===== src/rtl/heightmap_vertex_normals_defines.svh =====
// ----------------------------------------------------------------------------
// Heightmap vertex normals assertion macros
// Shared concurrent assertion helpers, clocked on clk and disabled in reset.
// ----------------------------------------------------------------------------
`ifndef HEIGHTMAP_VERTEX_NORMALS_DEFINES_SVH
`define HEIGHTMAP_VERTEX_NORMALS_DEFINES_SVH
`ifndef SYNTH
// Condition that must hold at every clock edge.
`define HVN_ASSERT(lbl, prop, msg) \
	lbl: assert property (@(posedge clk) disable iff (!arst_n) (prop)) else $error(msg);
// Condition in one cycle that implies another in the next cycle.
`define HVN_ASSERT_NEXT(lbl, pre, post, msg) \
	lbl: assert property (@(posedge clk) disable iff (!arst_n) (pre) |=> (post)) \
		else $error(msg);
`else
`define HVN_ASSERT(lbl, prop, msg)
`define HVN_ASSERT_NEXT(lbl, pre, post, msg)
`endif
`endif


===== src/rtl/hvn_pkg.sv =====
// ----------------------------------------------------------------------------
// Heightmap vertex normals package
// Widths, codes and shared types of the vertex normal generator.
// ----------------------------------------------------------------------------
package hvn_pkg;

	localparam int MAX_WIDTH = 256;
	localparam int COL_W     = $clog2(MAX_WIDTH);
	localparam int CFG_W     = 9;
	localparam int EW        = (CFG_W > COL_W + 1) ? CFG_W : COL_W + 1;
	localparam int FACE_W    = 9;
	localparam int SUM_W     = 11;
	localparam int ABS_W     = 10;
	localparam int SQ_W      = 20;
	localparam int LEN_W     = 21;
	localparam int D_W       = 17;
	localparam int DSQ_W     = 34;
	localparam int PROD_W    = DSQ_W + LEN_W;
	localparam int FRAC_SH   = 32;
	localparam int Q_W       = 16;
	localparam int FACE_Y    = 15;
	localparam int QUEUE_DEPTH = 2;

	// Input item kinds.
	typedef enum logic {
		KIND_SAMPLE = 1'b0,
		KIND_FLUSH  = 1'b1
	} kind_t;

	// Configuration register indexes.
	typedef enum logic [1:0] {
		CFG_GRID_WIDTH = 2'd0,
		CFG_GRID_ROWS  = 2'd1
	} cfg_index_t;

	// One face: x and z components, y is implied.
	typedef struct packed {
		logic signed [FACE_W-1:0] fx;
		logic signed [FACE_W-1:0] fz;
	} face_t;

	// Face sum handed from the front to the normaliser.
	typedef struct packed {
		logic signed [SUM_W-1:0] sx;
		logic signed [SUM_W-1:0] sz;
		logic [2:0]              cnt;
		logic                    last;
	} face_sum_t;

	// Queue status seen by the front and the back.
	typedef struct packed {
		logic full;
		logic empty;
	} queue_status_t;

	typedef enum logic [1:0] {
		F_IDLE,
		F_READ,
		F_EXEC
	} front_state_t;

	typedef enum logic [2:0] {
		B_IDLE,
		B_SQUARE,
		B_LEN,
		B_MUL1,
		B_MUL2,
		B_CMP,
		B_OUT
	} back_state_t;

endpackage


===== src/rtl/hvn_back.sv =====
// ----------------------------------------------------------------------------
// Normaliser back end
// Turns a face sum into a rounded Q1.15 unit vector bit by bit, with two
// multiplies and a compare per bit, and holds it in the output register.
// ----------------------------------------------------------------------------
`include "heightmap_vertex_normals_defines.svh"

module hvn_back (
	input  logic                   clk,
	input  logic                   arst_n,
	input  hvn_pkg::queue_status_t q_status,
	input  hvn_pkg::face_sum_t     q_data,
	output logic                   q_pop,
	output logic                   out_valid,
	input  logic                   out_stall,
	output logic signed [15:0]     normal_x,
	output logic signed [15:0]     normal_y,
	output logic signed [15:0]     normal_z,
	output logic                   last_vertex
);
	import hvn_pkg::*;

	back_state_t state_q, state_d;

	logic signed [SUM_W-1:0] sx_q;
	logic signed [SUM_W-1:0] sz_q;
	logic [5:0]         sy_q;
	logic               last_q;
	logic [SQ_W-1:0]    sqx_q, sqy_q, sqz_q;
	logic [LEN_W-1:0]   len2_q;
	logic [1:0]         comp_q;
	logic [3:0]         bit_q;
	logic [Q_W-1:0]     n_q;
	logic [DSQ_W-1:0]   dsq_q;
	logic [PROD_W-1:0]  prod_q;
	logic signed [Q_W-1:0] res_x_q, res_y_q, res_z_q;
	logic               out_valid_q;

	logic [ABS_W-1:0]   ax, az;
	logic [Q_W-1:0]     cand;
	logic [D_W-1:0]     d;
	logic [SQ_W-1:0]    sq_sel;
	logic               neg_sel;
	logic [Q_W-1:0]     n_next;
	logic [Q_W-1:0]     n_sat;
	logic signed [Q_W-1:0] res_val;
	logic               out_free;
	logic               load_out;

	assign ax       = ABS_W'(sx_q < 0 ? -sx_q : sx_q);
	assign az       = ABS_W'(sz_q < 0 ? -sz_q : sz_q);
	assign cand     = n_q | (Q_W'(1) << bit_q);
	assign d        = {cand, 1'b0} - D_W'(1);
	assign out_free = !out_valid_q || !out_stall;

	// Square and sign of the component in work.
	always_comb begin
		case (comp_q)
			2'd0: begin
				sq_sel  = sqx_q;
				neg_sel = sx_q < 0;
			end
			2'd1: begin
				sq_sel  = sqy_q;
				neg_sel = 1'b0;
			end
			default: begin
				sq_sel  = sqz_q;
				neg_sel = sz_q < 0;
			end
		endcase
	end

	// Keep the trial bit while the odd square bound stays at or under the target.
	always_comb begin
		n_next  = (prod_q <= (PROD_W'(sq_sel) << FRAC_SH)) ? cand : n_q;
		n_sat   = (n_next > Q_W'(32767)) ? Q_W'(32767) : n_next;
		res_val = neg_sel ? -$signed(n_sat) : $signed(n_sat);
	end

	// Next state.
	always_comb begin
		state_d = state_q;
		unique case (state_q)
			B_IDLE:   if (!q_status.empty) state_d = B_SQUARE;
			B_SQUARE: state_d = B_LEN;
			B_LEN:    state_d = B_MUL1;
			B_MUL1:   state_d = B_MUL2;
			B_MUL2:   state_d = B_CMP;
			B_CMP: begin
				if (bit_q == '0 && comp_q == 2'd2) begin
					state_d = B_OUT;
				end else begin
					state_d = B_MUL1;
				end
			end
			B_OUT:    if (out_free) state_d = B_IDLE;
			default:  state_d = B_IDLE;
		endcase
	end

	// State outputs.
	always_comb begin
		q_pop    = 1'b0;
		load_out = 1'b0;
		unique case (state_q)
			B_IDLE:  q_pop = !q_status.empty;
			B_OUT:   load_out = out_free;
			default: begin
			end
		endcase
	end

	// Datapath registers.
	always_ff @(posedge clk) begin
		unique case (state_q)
			B_IDLE: begin
				sx_q   <= q_data.sx;
				sz_q   <= q_data.sz;
				sy_q   <= 6'(FACE_Y) * 6'(q_data.cnt);
				last_q <= q_data.last;
			end
			B_SQUARE: begin
				sqx_q <= SQ_W'(ax * ax);
				sqy_q <= SQ_W'(sy_q * sy_q);
				sqz_q <= SQ_W'(az * az);
			end
			B_LEN: begin
				len2_q <= LEN_W'(sqx_q) + LEN_W'(sqy_q) + LEN_W'(sqz_q);
				n_q    <= '0;
			end
			B_MUL1: dsq_q <= DSQ_W'(d * d);
			B_MUL2: prod_q <= PROD_W'(dsq_q * len2_q);
			B_CMP: begin
				if (bit_q == '0) begin
					n_q <= '0;
					case (comp_q)
						2'd0:    res_x_q <= res_val;
						2'd1:    res_y_q <= res_val;
						default: res_z_q <= res_val;
					endcase
				end else begin
					n_q <= n_next;
				end
			end
			default: begin
			end
		endcase
		if (load_out) begin
			normal_x    <= res_x_q;
			normal_y    <= res_y_q;
			normal_z    <= res_z_q;
			last_vertex <= last_q;
		end
	end

	// Control state, loop counters and output valid.
	always_ff @(posedge clk or negedge arst_n) begin
		if (!arst_n) begin
			state_q     <= B_IDLE;
			comp_q      <= '0;
			bit_q       <= '1;
			out_valid_q <= 1'b0;
		end else begin
			state_q <= state_d;
			if (state_q == B_LEN) begin
				comp_q <= '0;
				bit_q  <= '1;
			end else if (state_q == B_CMP) begin
				bit_q <= bit_q - 1'b1;
				if (bit_q == '0) begin
					comp_q <= comp_q + 1'b1;
				end
			end
			if (load_out) begin
				out_valid_q <= 1'b1;
			end else if (!out_stall) begin
				out_valid_q <= 1'b0;
			end
		end
	end

	assign out_valid = out_valid_q;

	`HVN_ASSERT_NEXT(a_load_sets_valid, load_out, out_valid_q, "result load lost")
	`HVN_ASSERT_NEXT(a_last_bit_ends, state_q == B_CMP && bit_q == '0 && comp_q == 2'd2,
		state_q == B_OUT, "normaliser did not finish after the last bit")
	`HVN_ASSERT(a_comp_range, state_q != B_MUL1 || comp_q != 2'd3,
		"component index out of range")
	`HVN_ASSERT(a_pop_only_idle, !q_pop || (state_q == B_IDLE && !q_status.empty),
		"queue popped outside idle")

endmodule


===== config.mk =====
export PLATFORM = sky130hd
export DESIGN_NAME = hvn_back
export DESIGN_NICKNAME = d
export VERILOG_FILES = /design/src/rtl/hvn_pkg.sv /design/src/rtl/hvn_back.sv
export VERILOG_INCLUDE_DIRS = /design/src /design/src/rtl
export SDC_FILE = /design/constraint.sdc
export NUM_CORES = 2
export LEC_CHECK = 0
export BUFFER_PORTS_ARGS = -buffer_cell sky130_fd_sc_hd__buf_2
export CAP_MARGIN = 20
export CORE_ASPECT_RATIO = 1.75
export CORE_MARGIN = 2
export CORE_UTILIZATION = 66
export CTS_BUF_LIST = sky130_fd_sc_hd__clkbuf_4 sky130_fd_sc_hd__clkbuf_8 sky130_fd_sc_hd__clkbuf_16
export DETAILED_ROUTE_END_ITERATION = 10
export PLACE_DENSITY = 0.83
export SYNTH_ARGS = -nofsm -noshare
export SYNTH_HDL_FRONTEND = slang
export SYNTH_SLANG_ARGS = --single-unit

===== constraint.sdc =====
create_clock -name clk -period 10.8 [get_ports clk]
set_input_delay 0 -clock clk [delete_from_list [all_inputs] [get_ports clk]]
set_output_delay 0 -clock clk [all_outputs]
set_load 0.02 [all_outputs]

==> impl_metrics.json <==
{
  "outcome": "finished, final reports clean",
  "nets": 6184,
  "tns_ns": 0,
  "r2r-start": "bit_q[0]",
  "grt_pass1_vias": 38389,
  "diodes": 0,
  "grt_antenna_before_repair": 1,
  "startpoint": "bit_q[0]",
  "wl_per_cell_um": 19.6,
  "setup_ws_ns": 1.15,
  "grtUsageTotal_pct": 31.5,
  "totalWireLength_um": 114000,
  "synth-edff-count": 298,
  "initial_utilization_pct": 66.5,
  "min_path_type": "in2reg",
  "cts_sinks": 308,
  "post_cts_buffers": 0,
  "place_congestion": 0.931,
  "dieArea_mm2": 0.0745,
  "placed_cell_area_mm2": 0.0491,
  "port_buffers": 80,
  "avgSynthCellArea_um2": 9.93,
  "dr.pass1.iters": 6,
  "fmax_mhz": 104,
  "die_y_um": 360,
  "cts_tree": "yes",
  "fin_crit_sh_pct": 89.3,
  "async_reset_ff_share_pct": 3.25,
  "grt_start_max_net_pins": 56,
  "finalSetupViolCount": 0,
  "cpPeakStageDelay_ns": 0.65,
  "synth_cells": 4803,
  "path_class": "reg2reg",
  "final_max_slew_viol_count": 0,
  "ys_ff_latch": 308,
  "period_minus_slack_ns": 9.65,
  "ys_types": 85,
  "ys_seq_area_share_pct": 19.3,
  "synth_flop_cell": "edfxtp_1",
  "reg2regPathDepth": 33,
  "ctsHoldBuffers": 31,
  "drive_gt1_share_pct": 5.17,
  "drtIter0Drc": 2156,
  "cp.required_ns": 11.15,
  "cp_max_fo": 13,
  "crit_path_end_kind": "register",
  "tightest_slew_ns": 1.21,
  "die_w_um": 207,
  "hpwl_um": 90100,
  "holdWs_ns": 0.120,
  "critPathSlowestCell": "xor2_1",
  "ios": 82,
  "vias_per_cell": 5.92,
  "cts_buffers": 29,
  "stdcell_area_mm2": 0.0504,
  "worstPathArrival_ns": 10.00,
  "r2r_slack_ns": 1.15,
  "yosys_warnings": 0,
  "cts_max_level": 1,
  "num_rows": 130,
  "rsz0062_at_grt": "no",
  "syn_area_mm2": 0.0477,
  "worstSetupStartpointType": "register",
  "cts.clk_slew.worst_paths_ns": 0.07,
  "rr_endpoint": "dsq_q[32]",
  "grt_pass1_wl_um": 187000,
  "cts_resized": 0,
  "cp_common_cell": "inv_1",
  "clock_skew_ns": 0.0179,
  "clock_latency_ns": 0.60,
  "clk_path_buf_depth": 3,
  "area_growth_pct": 5.75,
  "fp.coreArea_mm2": 0.0717,
  "preCtsSetupSlack_ns": 1.30,
  "endpoint": "dsq_q[32]",
  "max-slew-margin-rel_pct": 19.5,
  "final_antenna_net_count": 0,
  "maxCapViolations": 0,
  "drc": 0,
  "hold_violations": 0,
  "root_buffer": "clkbuf_16",
  "grt-ovfl-total": 0,
  "vias": 34202
}
cell usage in the layout (no fill, tap or decap), drive strengths merged, types with 14 or more instances in the layout:
| master | Yosys | layout |
|---|---|---|
| o21a | 22 | 22 |
| o31ai | 14 | 14 |
| or2 | 14 | 14 |
| nand3 | 35 | 35 |
| nand2 | 644 | 644 |
| buf | 14 | 146 |
| clkbuf | 175 | 32 |
| o21ai | 88 | 88 |
| o21bai | 18 | 18 |
| fa | 881 | 881 |
| a21oi | 140 | 140 |
| ha | 438 | 438 |
| dlygate4sd3 | 0 | 31 |
| nor2 | 256 | 256 |
| xor2 | 47 | 47 |
| nor3 | 44 | 44 |
| xnor2 | 138 | 138 |
| edfxtp | 298 | 298 |
| clkinv | 6 | 15 |
| nor2b | 22 | 22 |
| conb | 2 | 14 |
| and2 | 225 | 225 |
| nand2b | 22 | 22 |
| inv | 969 | 974 |
| and3 | 17 | 17 |
| a211oi | 23 | 23 |
| a31oi | 21 | 21 |
| nor4 | 15 | 15 |
| a21o | 61 | 61 |
worst min path at each step:
stage	from	to	slack [ns]	depth (start not counted)
after floorplan	arst_n	comp_q[0]	-0.30	0
after global placement	arst_n	out_valid	-0.13	1
after detailed placement	arst_n	out_valid	-0.13	1
after CTS	q_data[12]	sz_q[8]	0.09	2
after global routing	q_data[9]	sz_q[5]	0.12	2
final	q_data[4]	sz_q[0]	0.12	2
synthesized netlist by cell type (all sizes together) (12+ instances only):
cell type	instances	area share, %
xor2	47	0.92
o21a	22	0.35
or3	12	0.16
nor3	44	0.49
nor4	15	0.20
and3	17	0.23
a21oi	140	1.5
inv	969	7.6
nand2	644	5.1
nor2b	22	0.29
a21o	61	0.96
o21ai	88	0.92
a31oi	21	0.28
and2	225	3.0
nand2b	22	0.29
xnor2	138	2.5
o21bai	18	0.28
edfxtp	298	19
nand3	35	0.37
buf	14	0.15
a22o	13	0.24
a211oi	23	0.38
ha	438	11
clkbuf	175	1.4
fa	881	37
nor2	256	2.0
or2	14	0.18
o31ai	14	0.24
flip-flops by register name (all words and copies together) (netlist names), 16 cells and up:
register,flops
prod_q,55
dsq_q,31
res_x_q,16
res_y_q,16
n_q,16
sqz_q,19
normal_z,16
normal_x,16
sqx_q,19
len2_q,21
res_z_q,16
normal_y,16
cell families after synthesis:
family                     count (synthesis)  synth area share (%)
xor gates and xnor gates                 185                  3.45
DFF                                      308                  19.3
and+or+nand+nor                         1332                  12.7
buffers and inverters                   1164                  9.20
AOI/OAI and AO/OA                        481                  6.60
other                                      2                0.0157
muxes                                     12                 0.278
adders and majority gates               1319                  48.5
per-stage QoR:
stage | utilization, % | instances
global placement | 68.4 | 5692
finish | 70.3 | 5781
CTS | 70.2 | 5777
detailed placement | 68.4 | 5692
global route | 70.3 | 5781
floorplan | - | 4815
worst max-delay path: cells and delay by family (launching register included):
kind,cells,cell delay (ns)
AOI/OAI and AO/OA,9,1.86
xor gates and xnor gates,2,0.73
adders and majority gates,9,4.04
buffers and inverters,8,1.27
DFF,1,0.41
and+or+nand+nor,5,1.08
final cells by class:
type	instances	area (um^2)
Timing Repair Buffer	177	1240
Clock inverter	22	243
Inverter	975	3660
Fill cell	5094	21300
Sequential cell	308	9200
Multi-Input combinational cell	3343	34200
Tap cell	924	1160
Clock buffer	32	748
metal layers:
layer / track usage (%) / share of wire [%] / wire [um] / vias up
li1: - / - / - / 14973
met1: 32.5 / 32 / 36200 / 17241
met2: 59.2 / 55 / 62200 / 1427
met3: 3.57 / 5.6 / 6370 / 561
met4: 21.7 / 7.8 / 8890 / 0
met5: 0 / 0 / 0 / -
Power is left out: the tool's default activity adds up to more than one toggle a clock period on the data nets, which glitch-free logic cannot reach.
