==> config.mk <==
export PLATFORM = sky130hd
export DESIGN_NAME = hvn_queue
export DESIGN_NICKNAME = d
export VERILOG_FILES = /design/src/rtl/heightmap_vertex_normals_defines.svh /design/src/rtl/hvn_pkg.sv /design/src/rtl/hvn_queue.sv
export SDC_FILE = /design/constraint.sdc
export NUM_CORES = 1
export LEC_CHECK = 0
export BUFFER_PORTS_ARGS = -buffer_cell sky130_fd_sc_hd__clkbuf_2
export CAP_MARGIN = 15
export CORE_MARGIN = 1.5
export CORE_UTILIZATION = 39
export CTS_CLUSTER_DIAMETER = 50
export DETAILED_ROUTE_END_ITERATION = 16
export SLEW_MARGIN = 20
export SYNTH_ARGS = -nofsm -noshare
export SYNTH_HDL_FRONTEND = slang
export SYNTH_SLANG_ARGS = --single-unit
==> constraint.sdc <==
create_clock -name clk -period 5.5 [get_ports clk]
set_input_delay 0.825 -clock clk [delete_from_list [all_inputs] [get_ports clk]]
set_output_delay 0.825 -clock clk [all_outputs]
set_load 0.02 [all_outputs]
==> src/rtl/heightmap_vertex_normals_defines.svh <==
// ----------------------------------------------------------------------------
// Heightmap vertex normals assertion macros
// Shared concurrent assertion helpers, clocked on clk and disabled in reset.
// ----------------------------------------------------------------------------
`ifndef HEIGHTMAP_VERTEX_NORMALS_DEFINES_SVH
`define HEIGHTMAP_VERTEX_NORMALS_DEFINES_SVH
`ifndef SYNTH
// Condition that must hold at every clock edge.
`define HVN_ASSERT(lbl, prop, msg) \
	lbl: assert property (@(posedge clk) disable iff (!arst_n) (prop)) else $error(msg);
// Condition in one cycle that implies another in the next cycle.
`define HVN_ASSERT_NEXT(lbl, pre, post, msg) \
	lbl: assert property (@(posedge clk) disable iff (!arst_n) (pre) |=> (post)) \
		else $error(msg);
`else
`define HVN_ASSERT(lbl, prop, msg)
`define HVN_ASSERT_NEXT(lbl, pre, post, msg)
`endif
`endif

==> src/rtl/hvn_pkg.sv <==
// ----------------------------------------------------------------------------
// Heightmap vertex normals package
// Widths, codes and shared types of the vertex normal generator.
// ----------------------------------------------------------------------------
package hvn_pkg;

	localparam int MAX_WIDTH = 256;
	localparam int COL_W     = $clog2(MAX_WIDTH);
	localparam int CFG_W     = 9;
	localparam int EW        = (CFG_W > COL_W + 1) ? CFG_W : COL_W + 1;
	localparam int FACE_W    = 9;
	localparam int SUM_W     = 11;
	localparam int ABS_W     = 10;
	localparam int SQ_W      = 20;
	localparam int LEN_W     = 21;
	localparam int D_W       = 17;
	localparam int DSQ_W     = 34;
	localparam int PROD_W    = DSQ_W + LEN_W;
	localparam int FRAC_SH   = 32;
	localparam int Q_W       = 16;
	localparam int FACE_Y    = 15;
	localparam int QUEUE_DEPTH = 2;

	// Input item kinds.
	typedef enum logic {
		KIND_SAMPLE = 1'b0,
		KIND_FLUSH  = 1'b1
	} kind_t;

	// Configuration register indexes.
	typedef enum logic [1:0] {
		CFG_GRID_WIDTH = 2'd0,
		CFG_GRID_ROWS  = 2'd1
	} cfg_index_t;

	// One face: x and z components, y is implied.
	typedef struct packed {
		logic signed [FACE_W-1:0] fx;
		logic signed [FACE_W-1:0] fz;
	} face_t;

	// Face sum handed from the front to the normaliser.
	typedef struct packed {
		logic signed [SUM_W-1:0] sx;
		logic signed [SUM_W-1:0] sz;
		logic [2:0]              cnt;
		logic                    last;
	} face_sum_t;

	// Queue status seen by the front and the back.
	typedef struct packed {
		logic full;
		logic empty;
	} queue_status_t;

	typedef enum logic [1:0] {
		F_IDLE,
		F_READ,
		F_EXEC
	} front_state_t;

	typedef enum logic [2:0] {
		B_IDLE,
		B_SQUARE,
		B_LEN,
		B_MUL1,
		B_MUL2,
		B_CMP,
		B_OUT
	} back_state_t;

endpackage

==> src/rtl/hvn_queue.sv <==
// ----------------------------------------------------------------------------
// Face sum queue
// Short FIFO that decouples the line buffer front from the normaliser.
// ----------------------------------------------------------------------------
module hvn_queue (
	input  logic                  clk,
	input  logic                  arst_n,
	input  logic                  push,
	input  hvn_pkg::face_sum_t    push_data,
	input  logic                  pop,
	output hvn_pkg::face_sum_t    pop_data,
	output hvn_pkg::queue_status_t status
);
	import hvn_pkg::*;

	localparam int PTR_W = $clog2(QUEUE_DEPTH);

	face_sum_t        entry_q [QUEUE_DEPTH];
	logic [PTR_W-1:0] wr_ptr_q;
	logic [PTR_W-1:0] rd_ptr_q;
	logic [PTR_W:0]   count_q;

	// Status and head of the queue.
	assign status.full  = (count_q == (PTR_W+1)'(QUEUE_DEPTH));
	assign status.empty = (count_q == '0);
	assign pop_data     = entry_q[rd_ptr_q];

	// Entry storage.
	always_ff @(posedge clk) begin
		if (push) begin
			entry_q[wr_ptr_q] <= push_data;
		end
	end

	// Pointers and fill count.
	always_ff @(posedge clk or negedge arst_n) begin
		if (!arst_n) begin
			wr_ptr_q <= '0;
			rd_ptr_q <= '0;
			count_q  <= '0;
		end else begin
			if (push) begin
				wr_ptr_q <= wr_ptr_q + 1'b1;
			end
			if (pop) begin
				rd_ptr_q <= rd_ptr_q + 1'b1;
			end
			if (push && !pop) begin
				count_q <= count_q + 1'b1;
			end else if (pop && !push) begin
				count_q <= count_q - 1'b1;
			end
		end
	end

endmodule

==> results.yml, run 1 <==
timing:
  tightest_slew_ps: 800.3
  skew_ps: 4.819
  setup_viol: 0
  max_freq_mhz: 386.3
  fin_tns_setup_ps: 0
  fin_crit_ps: 2589
  fin_crit_sh_pct: 47.07
  timing.max_slew.rel_slack_pct: 46.64
  rsz0062_at_grt: "false"
  hold_viol: 0
  final_max_slew_viol_count: 0
die:
  rows: 26
  die_h_um: 77.48
  core-area_um2: 5238
  start_util_pct: 41.30
  dieArea_um2: 6003
  dieWidth_um: 77.48
  ios: 58
synthesis:
  syn_area_um2: 2163
  synthesis.nets: 128
  synth_top_family_by_area: "multiplexers"
  synth_compound_gate_area_share_pct: 0
  synthAdderAreaFrac_pct: 0.5784
  synth_most_common_cell: "edfxtp_1"
  synth_xor_xnor_area_share_pct: 2.024
  async_flop_share_pct: 7.143
  yosysWarnings: 0
  synthDistinctLibCells: 13
  post-synth-top-area-cell: "edfxtp_1"
  synthesis.instances: 97
  ys_top_cells_by_count: "52 x edfxtp_1, 19 x mux2_4, 7 x mux2_2"
  synthSimpleGateAreaFrac_pct: 1.215
  synth.area.top_cells: "edfxtp_1 72%, mux2_4 13%, dfrtp_1 4.6%"
  synth_seq_area_share_pct: 76.81
  synthMuxAreaShare_pct: 16.83
  synth-seq-cells: 56
  synth_area_per_cell_um2: 22.30
  synth.top_cell.area_share_pct: 72.18
  synth_edf_count: 52
  ys.flop_type: "edfxtp_1"
global_route:
  grt_pass1_vias: 1078
  grt_pass1_wl_mm: 5.264
  grt_max_degree: 28
  grt_overflow: 0
  antenna_found_initial: 0
  grt_use_total_pct: 11.64
clock_network:
  cts_buffers: 5
  cts_tree: "yes"
  cts.sinks: 56
  clk_latency_ps: 300
  post_cts_buffers: 0
  postCtsResizedCells: 0
  clock_path_buffers: 2
  cts_root_buf: "clkbuf_8"
  clk_pin_slew_worst_paths_ps: 90
  htree_levels: 2
  ctsHoldBuffers: 0
routing:
  vias_per_cell: 4.576
  ant_nets: 0
  wire_per_inst_um: 14.65
  met1Wirelength_mm: 1.495
  firstDrtPassIters: 3
  wl_mm: 3.385
  drc_errors: 0
  dr_wl_met2_mm: 1.664
  topRoutingLayerUsed: "met4"
  met3_length_um: 186
  route.vias.total: 1057
  drt_first_iter_violations: 41
placement:
  io_buffers: 57
  dp.final_hpwl_mm: 2.365
  globalplace.congestion: 0.6384
pwr:
  internal_power_mw: 0.8662
  p_sw_mw: 0.4225
  p_leak_nw: 1.053
  ir_drop_uv: 301.8
  seqPwrFrac_pct: 50.2
  powerDensity_nw_per_um2: 498.6
  p_total_mw: 1.289
  swShare_pct: 32.79
  combPwrFrac_pct: 33.5
  clkPwrFrac_pct: 16.3
cells_and_area:
  syn_to_final_growth_pct: 19.49
  finalNetCount: 191
  n_antenna_cell: 0
  drive_gt1_share_pct: 57.76
  nFillCells: 459
worst_setup_path:
  critPathCaptureType: "output port"
  criticalPathCategory: "register to output port"
  required_ps: 4680
  crit_arrival_ps: 1760
  path_max_fanout: 27
  crit_path_start_kind: "register"
min_path:
  min_path_type: "input pin to async pin"
job:
  cap_violations: 0
status:
  status: "complete, no violations"
cells in the final DEF (no fill, tap or decap):
cell type and count:
clkbuf_2 57, mux2_4 19, ha_1 1, nor2b_2 1
and2_1 1, clkbuf_8 5, nor2b_1 1, mux2_2 7
clkbuf_1 2, edfxtp_1 52, buf_4 2, dfrtp_2 1
xor2_1 4, inv_1 1, clkinv_2 1, dfrtp_1 3
nor2_1 2, xnor2_1 1
kinds of logic (layout without fill, tap and decap cells):
group                      Yosys count  after routing
and+or+nand+nor                      5              5
DFF                                 56             56
muxes                               26             26
adders and majority gates            1              1
buffers and inverters                4             68
xor gates and xnor gates             5              5
flip-flops by register name (all words and copies together) (netlist names):
| name | count |
|---|---|
| count_q | 2 |
| rd_ptr_q | 1 |
| entry_q | 52 |
| wr_ptr_q | 1 |
stage by stage:
| step | setup slack, ps | hold WS (ps) | std cells | utilization (%) | area [um2] |
|---|---|---|---|---|---|
| finish | 2911 | 313.9 | 231 | 49.36 | 2585 |
| CTS | 2863 | 303.2 | 231 | 49.36 | 2585 |
| global route | 2820 | 294.7 | 231 | 49.36 | 2585 |
| global placement | 3235 | 471.8 | 223 | 47.80 | 2504 |
| detailed placement | 3202 | 510.9 | 223 | 47.80 | 2504 |
| floorplan | 3072 | 455.5 | 97 | - | 2163 |
critical path, cell delays in order (launching register included):
cell and delay (ps):
dfrtp_2 900, mux2_2 410, clkbuf_2 150
cell type report:
type / instances / area (um2) / share of cell area (%)
Timing Repair Buffer: 59 / 300.3 / 11.62
Clock inverter: 1 / 5.005 / 0.1936
Multi-Input combinational cell: 37 / 449.2 / 17.38
Inverter: 1 / 3.754 / 0.1452
Sequential cell: 56 / 1663 / 64.33
Tap cell: 70 / 87.58 / 3.388
Clock buffer: 7 / 76.32 / 2.953
worst paths after layout:
path | cells after the start | end | slack (ps) | from
worst max register to register | 2 | entry_q[0][14] | 3880 | wr_ptr_q
worst min-delay path | 1 | wr_ptr_q | 310 | arst_n
worst max-delay path | 2 | pop_data[5] | 2910 | rd_ptr_q
min in group clk | 1 | count_q[1] | 530 | count_q[1]
max in group asynchronous | 1 | rd_ptr_q | 5060 | arst_n
worst min register to register | 1 | count_q[1] | 530 | count_q[1]
power groups by stage:
stage | logic (mW) | registers (mW) | clock network (mW)
floorplan | 0.391 | 0.601 | 0
global placement | 0.433 | 0.652 | 0
detailed placement | 0.439 | 0.661 | 0
CTS | 0.441 | 0.651 | 0.218
global route | 0.459 | 0.660 | 0.239
finish | 0.432 | 0.647 | 0.210
layer usage:
| metal | global-route usage (%) | vias up |
|---|---|---|
| li1 | - | 497 |
| met1 | 14.64 | 516 |
| met2 | 18.95 | 39 |
| met3 | 3.882 | 5 |
| met4 | 3.818 | 0 |
| met5 | 0 | - |
No activity file was read; power rests on OpenSTA's default activity.
==> run 2: changes to the inputs <==
clock period = 2.35 ns   (was 5.5 ns; I/O delays follow)
==> run 2 against run 1 <==
Via count is 1.6% higher. Combinational power grew to 2.6 times the previous value. Final cell count is 1.7% higher. Sequential share of layout area is 1.1 points lower. Worst hold slack worse by 74 ps. Register-to-register slack worse by 2600 ps. Critical path depth is 1 higher. Sequential power is 120% higher. Largest cell class unchanged. Highest routed layer unchanged.
==> results.yml, run 2 (synthesis gave the netlist of run 1 again) <==
worst_setup_path:
  cp.buffers_inverters: 2
  critPathCaptureType: "output port"
  crit_slowest_cell: "dfrtp_2"
  path_cells: "buf_12, mux2_4, clkbuf_2"
  criticalPathCategory: "register to output port"
  r2r-end: "entry_q[0][22]"
  critPathTopFamily: "flip-flops"
  worstSetupStartpoint: "rd_ptr_q"
  required_ps: 2000
  rr_startpoint: "wr_ptr_q"
  reg2reg_slack_ps: 1240
  crit_path_max_incr_delay_ps: 530
  reg2regPathDepth: 2
  crit_arrival_ps: 1540
  crit_path_start_kind: "register"
  crit_cells: 3
  path_max_fanout: 18
global_route:
  antenna_found_initial: 0
  grt.busiest_layer: "met2"
  grt_overflow: 0
  grt_max_degree: 19
  use_met3_pct: 3.882
  grt_use_total_pct: 11.36
  grt_pass1_wl_mm: 5.043
  use_met1_pct: 14.35
  met2_usage_pct: 18.60
  grt_pass1_vias: 1070
placement:
  io_buffers: 57
  globalplace.congestion: 0.6335
  placedInstanceArea_um2: 2539
  dp.final_hpwl_mm: 2.440
pwr:
  seqPwrFrac_pct: 47.0
  clkPwrFrac_pct: 15.6
  p_leak_nw: 1.079
  swShare_pct: 32.35
  ir_drop_uv: 424.4
  powerDensity_nw_per_um2: 1157
  combPwrFrac_pct: 37.4
  internal_power_mw: 2.060
  p_total_mw: 3.045
  p_sw_mw: 0.9848
die:
  dieWidth_um: 77.48
  ios: 58
  dieArea_um2: 6003
  die_h_um: 77.48
  rows: 26
  start_util_pct: 41.30
  core-area_um2: 5238
cells_and_area:
  top_register: "entry_q"
  layout_commonest_cell: "clkbuf_2"
  syn_to_final_growth_pct: 21.63
  layout_common_cells: "57 x clkbuf_2, 52 x edfxtp_1, 19 x mux2_4, 7 x mux2_2, 5 x clkbuf_8"
  n_antenna_cell: 0
  nFillCells: 446
  largest_reg_flops: 52
  finalNetCount: 195
  drive_gt1_share_pct: 58.79
  utilization_pct: 50.24
  reg_top3: "entry_q x52, count_q x2"
  fin_area_um2: 2631
job:
  cap_violations: 0
clock_network:
  cts_buffers: 5
  postCtsResizedCells: 0
  ctsHoldBuffers: 1
  clk_pin_slew_worst_paths_ps: 90
  cts_tree: "yes"
  clk_latency_ps: 300
  post_cts_buffers: 0
  cts.sinks: 56
  cts_root_buf: "clkbuf_8"
  clock_path_buffers: 2
  htree_levels: 2
min_path:
  min_path_type: "input pin to register"
  hold_depth: 1
  hold_end: "entry_q[1][20]"
  holdCritStartpoint: "push_data[20]"
timing:
  rsz0062_at_grt: "false"
  tightest_slew_ps: 264.2
  hold_viol: 0
  final_max_slew_viol_count: 0
  fin_crit_ps: 1897
  fin_worst_hold_slack_ps: 240.3
  fin_tns_setup_ps: 0
  setup_viol: 0
  skew_ps: 5.447
  max_freq_mhz: 527.3
  timing.max_slew.rel_slack_pct: 82.39
  fin_crit_sh_pct: 80.71
routing:
  wl_mm: 3.296
  firstDrtPassIters: 4
  wire_per_inst_um: 14.03
  drc_errors: 0
  route.vias.total: 1074
  drt_first_iter_violations: 37
  ant_nets: 0
  vias_per_cell: 4.570
status:
  status: "complete, no violations"
-- run 2: cell types whose count changed in the layout (fill, tap and decap cells not counted) --
| cell | before | now |
|---|---|---|
| buf_12 | 0 | 1 |
| buf_4 | 2 | 4 |
| clkbuf_1 | 2 | 0 |
| clkinv_1 | 0 | 1 |
| clkinv_2 | 1 | 2 |
| dlygate4sd3_1 | 0 | 1 |
-- run 2: area by class of cell --
type | count | area [um2] | area share [%]
Sequential cell | 56 | 1663 | 63.20
Multi-Input combinational cell | 37 | 449.2 | 17.07
Timing Repair Buffer | 63 | 345.3 | 13.12
Tap cell | 70 | 87.58 | 3.329
Clock buffer | 5 | 68.82 | 2.615
Clock inverter | 3 | 13.76 | 0.5231
Inverter | 1 | 3.754 | 0.1427
-- run 2: through the flow --
step | worst slack [ps] | cells
2_1_floorplan | 359.9 | 97
3_3_place_gp | 784.2 | 226
3_5_place_dp | 763.2 | 226
4_1_cts | 421.9 | 235
5_1_grt | 364.3 | 235
6_report | 453.4 | 235
-- run 2: per-layer routing --
| metal | vias to the layer above | share of wire [%] |
|---|---|---|
| met5 | - | 0 |
| met4 | 0 | 1.1 |
| met1 | 527 | 43 |
| met3 | 6 | 5.7 |
| met2 | 39 | 51 |
| li1 | 502 | - |
-- run 2: worst max-delay path by stage --
stage                    end
4_1_cts          pop_data[0]
3_5_place_dp     pop_data[0]
5_1_grt          pop_data[0]
6_report         pop_data[0]
2_1_floorplan  entry_q[0][0]
3_3_place_gp    pop_data[15]
-- run 2: power by group through the flow --
stage          clock [mW]  sequential (mW)  combinational (mW)
2_1_floorplan           0             1.41               0.915
6_report            0.475             1.43                1.14
4_1_cts             0.498             1.44                1.17
3_3_place_gp            0             1.45                1.14
3_5_place_dp            0             1.46                1.16
5_1_grt             0.538             1.46                1.21
-- run 2: worst reg2reg max path, stage by stage (launching register included) --
cell and delay [ps]:
dfrtp_1 420, nor2b_2 140, buf_4 250
==> run 3: changes to the inputs <==
clock period = 1.8 ns   (was 2.35 ns; I/O delays follow)
==> run 3 against run 2 <==
Worst hold slack got worse by 90 ps. Register-to-register slack lost 600 ps. Sequential share of layout area shrank 0.38 points. Sequential power grew 28%. Clock power grew 41%.
==> results.yml, run 3 (synthesis gave the netlist of run 1 again) <==
cells_and_area:
  largest_reg_flops: 52
  syn_to_final_growth_pct: 22.27
  layout_commonest_cell: "clkbuf_2"
  fin_area_um2: 2645
  nFillCells: 454
  n_antenna_cell: 0
  drive_gt1_share_pct: 57.83
  layout_common_cells: "57 x clkbuf_2, 52 x edfxtp_1, 19 x mux2_4, 7 x mux2_2, 6 x clkbuf_8"
  utilization_pct: 50.50
  top_register: "entry_q"
  finalNetCount: 196
  reg_top3: "entry_q x52, count_q x2"
placement:
  placedInstanceArea_um2: 2545
  dp.final_hpwl_mm: 2.270
  globalplace.congestion: 0.5929
  io_buffers: 57
timing:
  hold_viol: 0
  fin_tns_setup_ps: 0
  setup_viol: 0
  fin_crit_sh_pct: 94.34
  tightest_slew_ps: 260.6
  final_max_slew_viol_count: 0
  timing.max_slew.rel_slack_pct: 82.63
  skew_ps: 7.583
  rsz0062_at_grt: "false"
  fin_crit_ps: 1698
  max_freq_mhz: 588.9
min_path:
  min_path_type: "input pin to register"
pwr:
  ir_drop_uv: 820.6
  seqPwrFrac_pct: 45.4
  p_sw_mw: 1.291
  swShare_pct: 31.98
  powerDensity_nw_per_um2: 1527
  p_total_mw: 4.038
  p_leak_nw: 1.086
  internal_power_mw: 2.747
  combPwrFrac_pct: 37.9
  clkPwrFrac_pct: 16.6
die:
  dieArea_um2: 6003
  ios: 58
  start_util_pct: 41.30
  rows: 26
  core-area_um2: 5238
  die_h_um: 77.48
  dieWidth_um: 77.48
worst_setup_path:
  criticalPathCategory: "register to output port"
  required_ps: 1530
  reg2reg_slack_ps: 640
  crit_path_start_kind: "register"
  path_max_fanout: 21
  critPathCaptureType: "output port"
  crit_arrival_ps: 1430
clock_network:
  clk_latency_ps: 300
  clk_pin_slew_worst_paths_ps: 100
  clock_path_buffers: 2
  cts_root_buf: "clkbuf_8"
  cts.sinks: 56
  cts_buffers: 5
  post_cts_buffers: 0
  cts_tree: "yes"
  htree_levels: 2
routing:
  ant_nets: 0
  wl_mm: 3.240
  drt_first_iter_violations: 56
  route.vias.total: 1056
  wire_per_inst_um: 13.73
  vias_per_cell: 4.475
  drc_errors: 0
  firstDrtPassIters: 4
global_route:
  grt_max_degree: 22
  grt_pass1_vias: 1088
  antenna_found_initial: 0
  grt_pass1_wl_mm: 5.202
  grt_use_total_pct: 11.58
  grt_overflow: 0
job:
  cap_violations: 0
status:
  status: "complete, no violations"
-- run 3: cell count changes in the layout (fill, tap and decap cells not counted) --
cell | before | now
clkbuf_1 | 0 | 1
dfrtp_2 | 1 | 0
dfrtp_1 | 3 | 4
buf_4 | 4 | 5
clkbuf_8 | 5 | 6
clkinv_2 | 2 | 0
-- run 3: final cells by class --
cell class	instances	area, um2	area share, %
Clock buffer	7	86.33	3.264
Clock inverter	1	3.754	0.1419
Inverter	1	3.754	0.1419
Multi-Input combinational cell	37	449.2	16.98
Sequential cell	56	1662	62.82
Tap cell	70	87.58	3.311
Timing Repair Buffer	64	352.8	13.34
-- run 3: worst paths after layout --
| kind | from | to | cells past startpoint |
|---|---|---|---|
| min in group asynchronous | arst_n | wr_ptr_q | 2 |
| worst min-delay path | push_data[19] | entry_q[0][19] | 1 |
| worst max-delay path | rd_ptr_q | pop_data[10] | 3 |
| worst min register to register | count_q[1] | count_q[1] | 1 |
| max in group asynchronous | arst_n | rd_ptr_q | 2 |
| worst max register to register | wr_ptr_q | entry_q[1][12] | 2 |
-- run 3: timing repair --
action | 4_1_cts | 5_1_grt
hold buffers | 1 | 0
hold endpoints to repair | 4 | 0
gates resized for setup | 0 | 0
-- run 3: power by group through the flow --
stage / Clock, mW / Sequential, mW / Combinational [mW]
CTS: 0.700 / 1.84 / 1.56
global placement: 0 / 1.84 / 1.54
finish: 0.671 / 1.83 / 1.53
floorplan: 0 / 1.84 / 1.20
global route: 0.756 / 1.86 / 1.64
detailed placement: 0 / 1.87 / 1.56
-- run 3: through the flow --
stage	cells	setup WS (ps)	hold WS [ps]
2_1_floorplan	97	294.7	-25.59
3_3_place_gp	227	444.3	83.46
3_5_place_dp	227	416.9	87.48
4_1_cts	236	72.88	140.8
5_1_grt	236	23.01	133.2
6_report	236	102.0	150.6
-- run 3: critical path, cell delays in order (launching register included) --
cell and delay (ps):
dfrtp_1 400, buf_12 210, mux2_2 360, clkbuf_2 160
-- run 3: metal layers --
| layer | GRT usage, % | up-vias | wire length [um] |
|---|---|---|---|
| met5 | 0 | - | 0 |
| met4 | 4.364 | 0 | 46 |
| met3 | 4.235 | 6 | 203 |
| met2 | 18.95 | 37 | 1590 |
| met1 | 14.00 | 507 | 1400 |
| li1 | - | 506 | - |
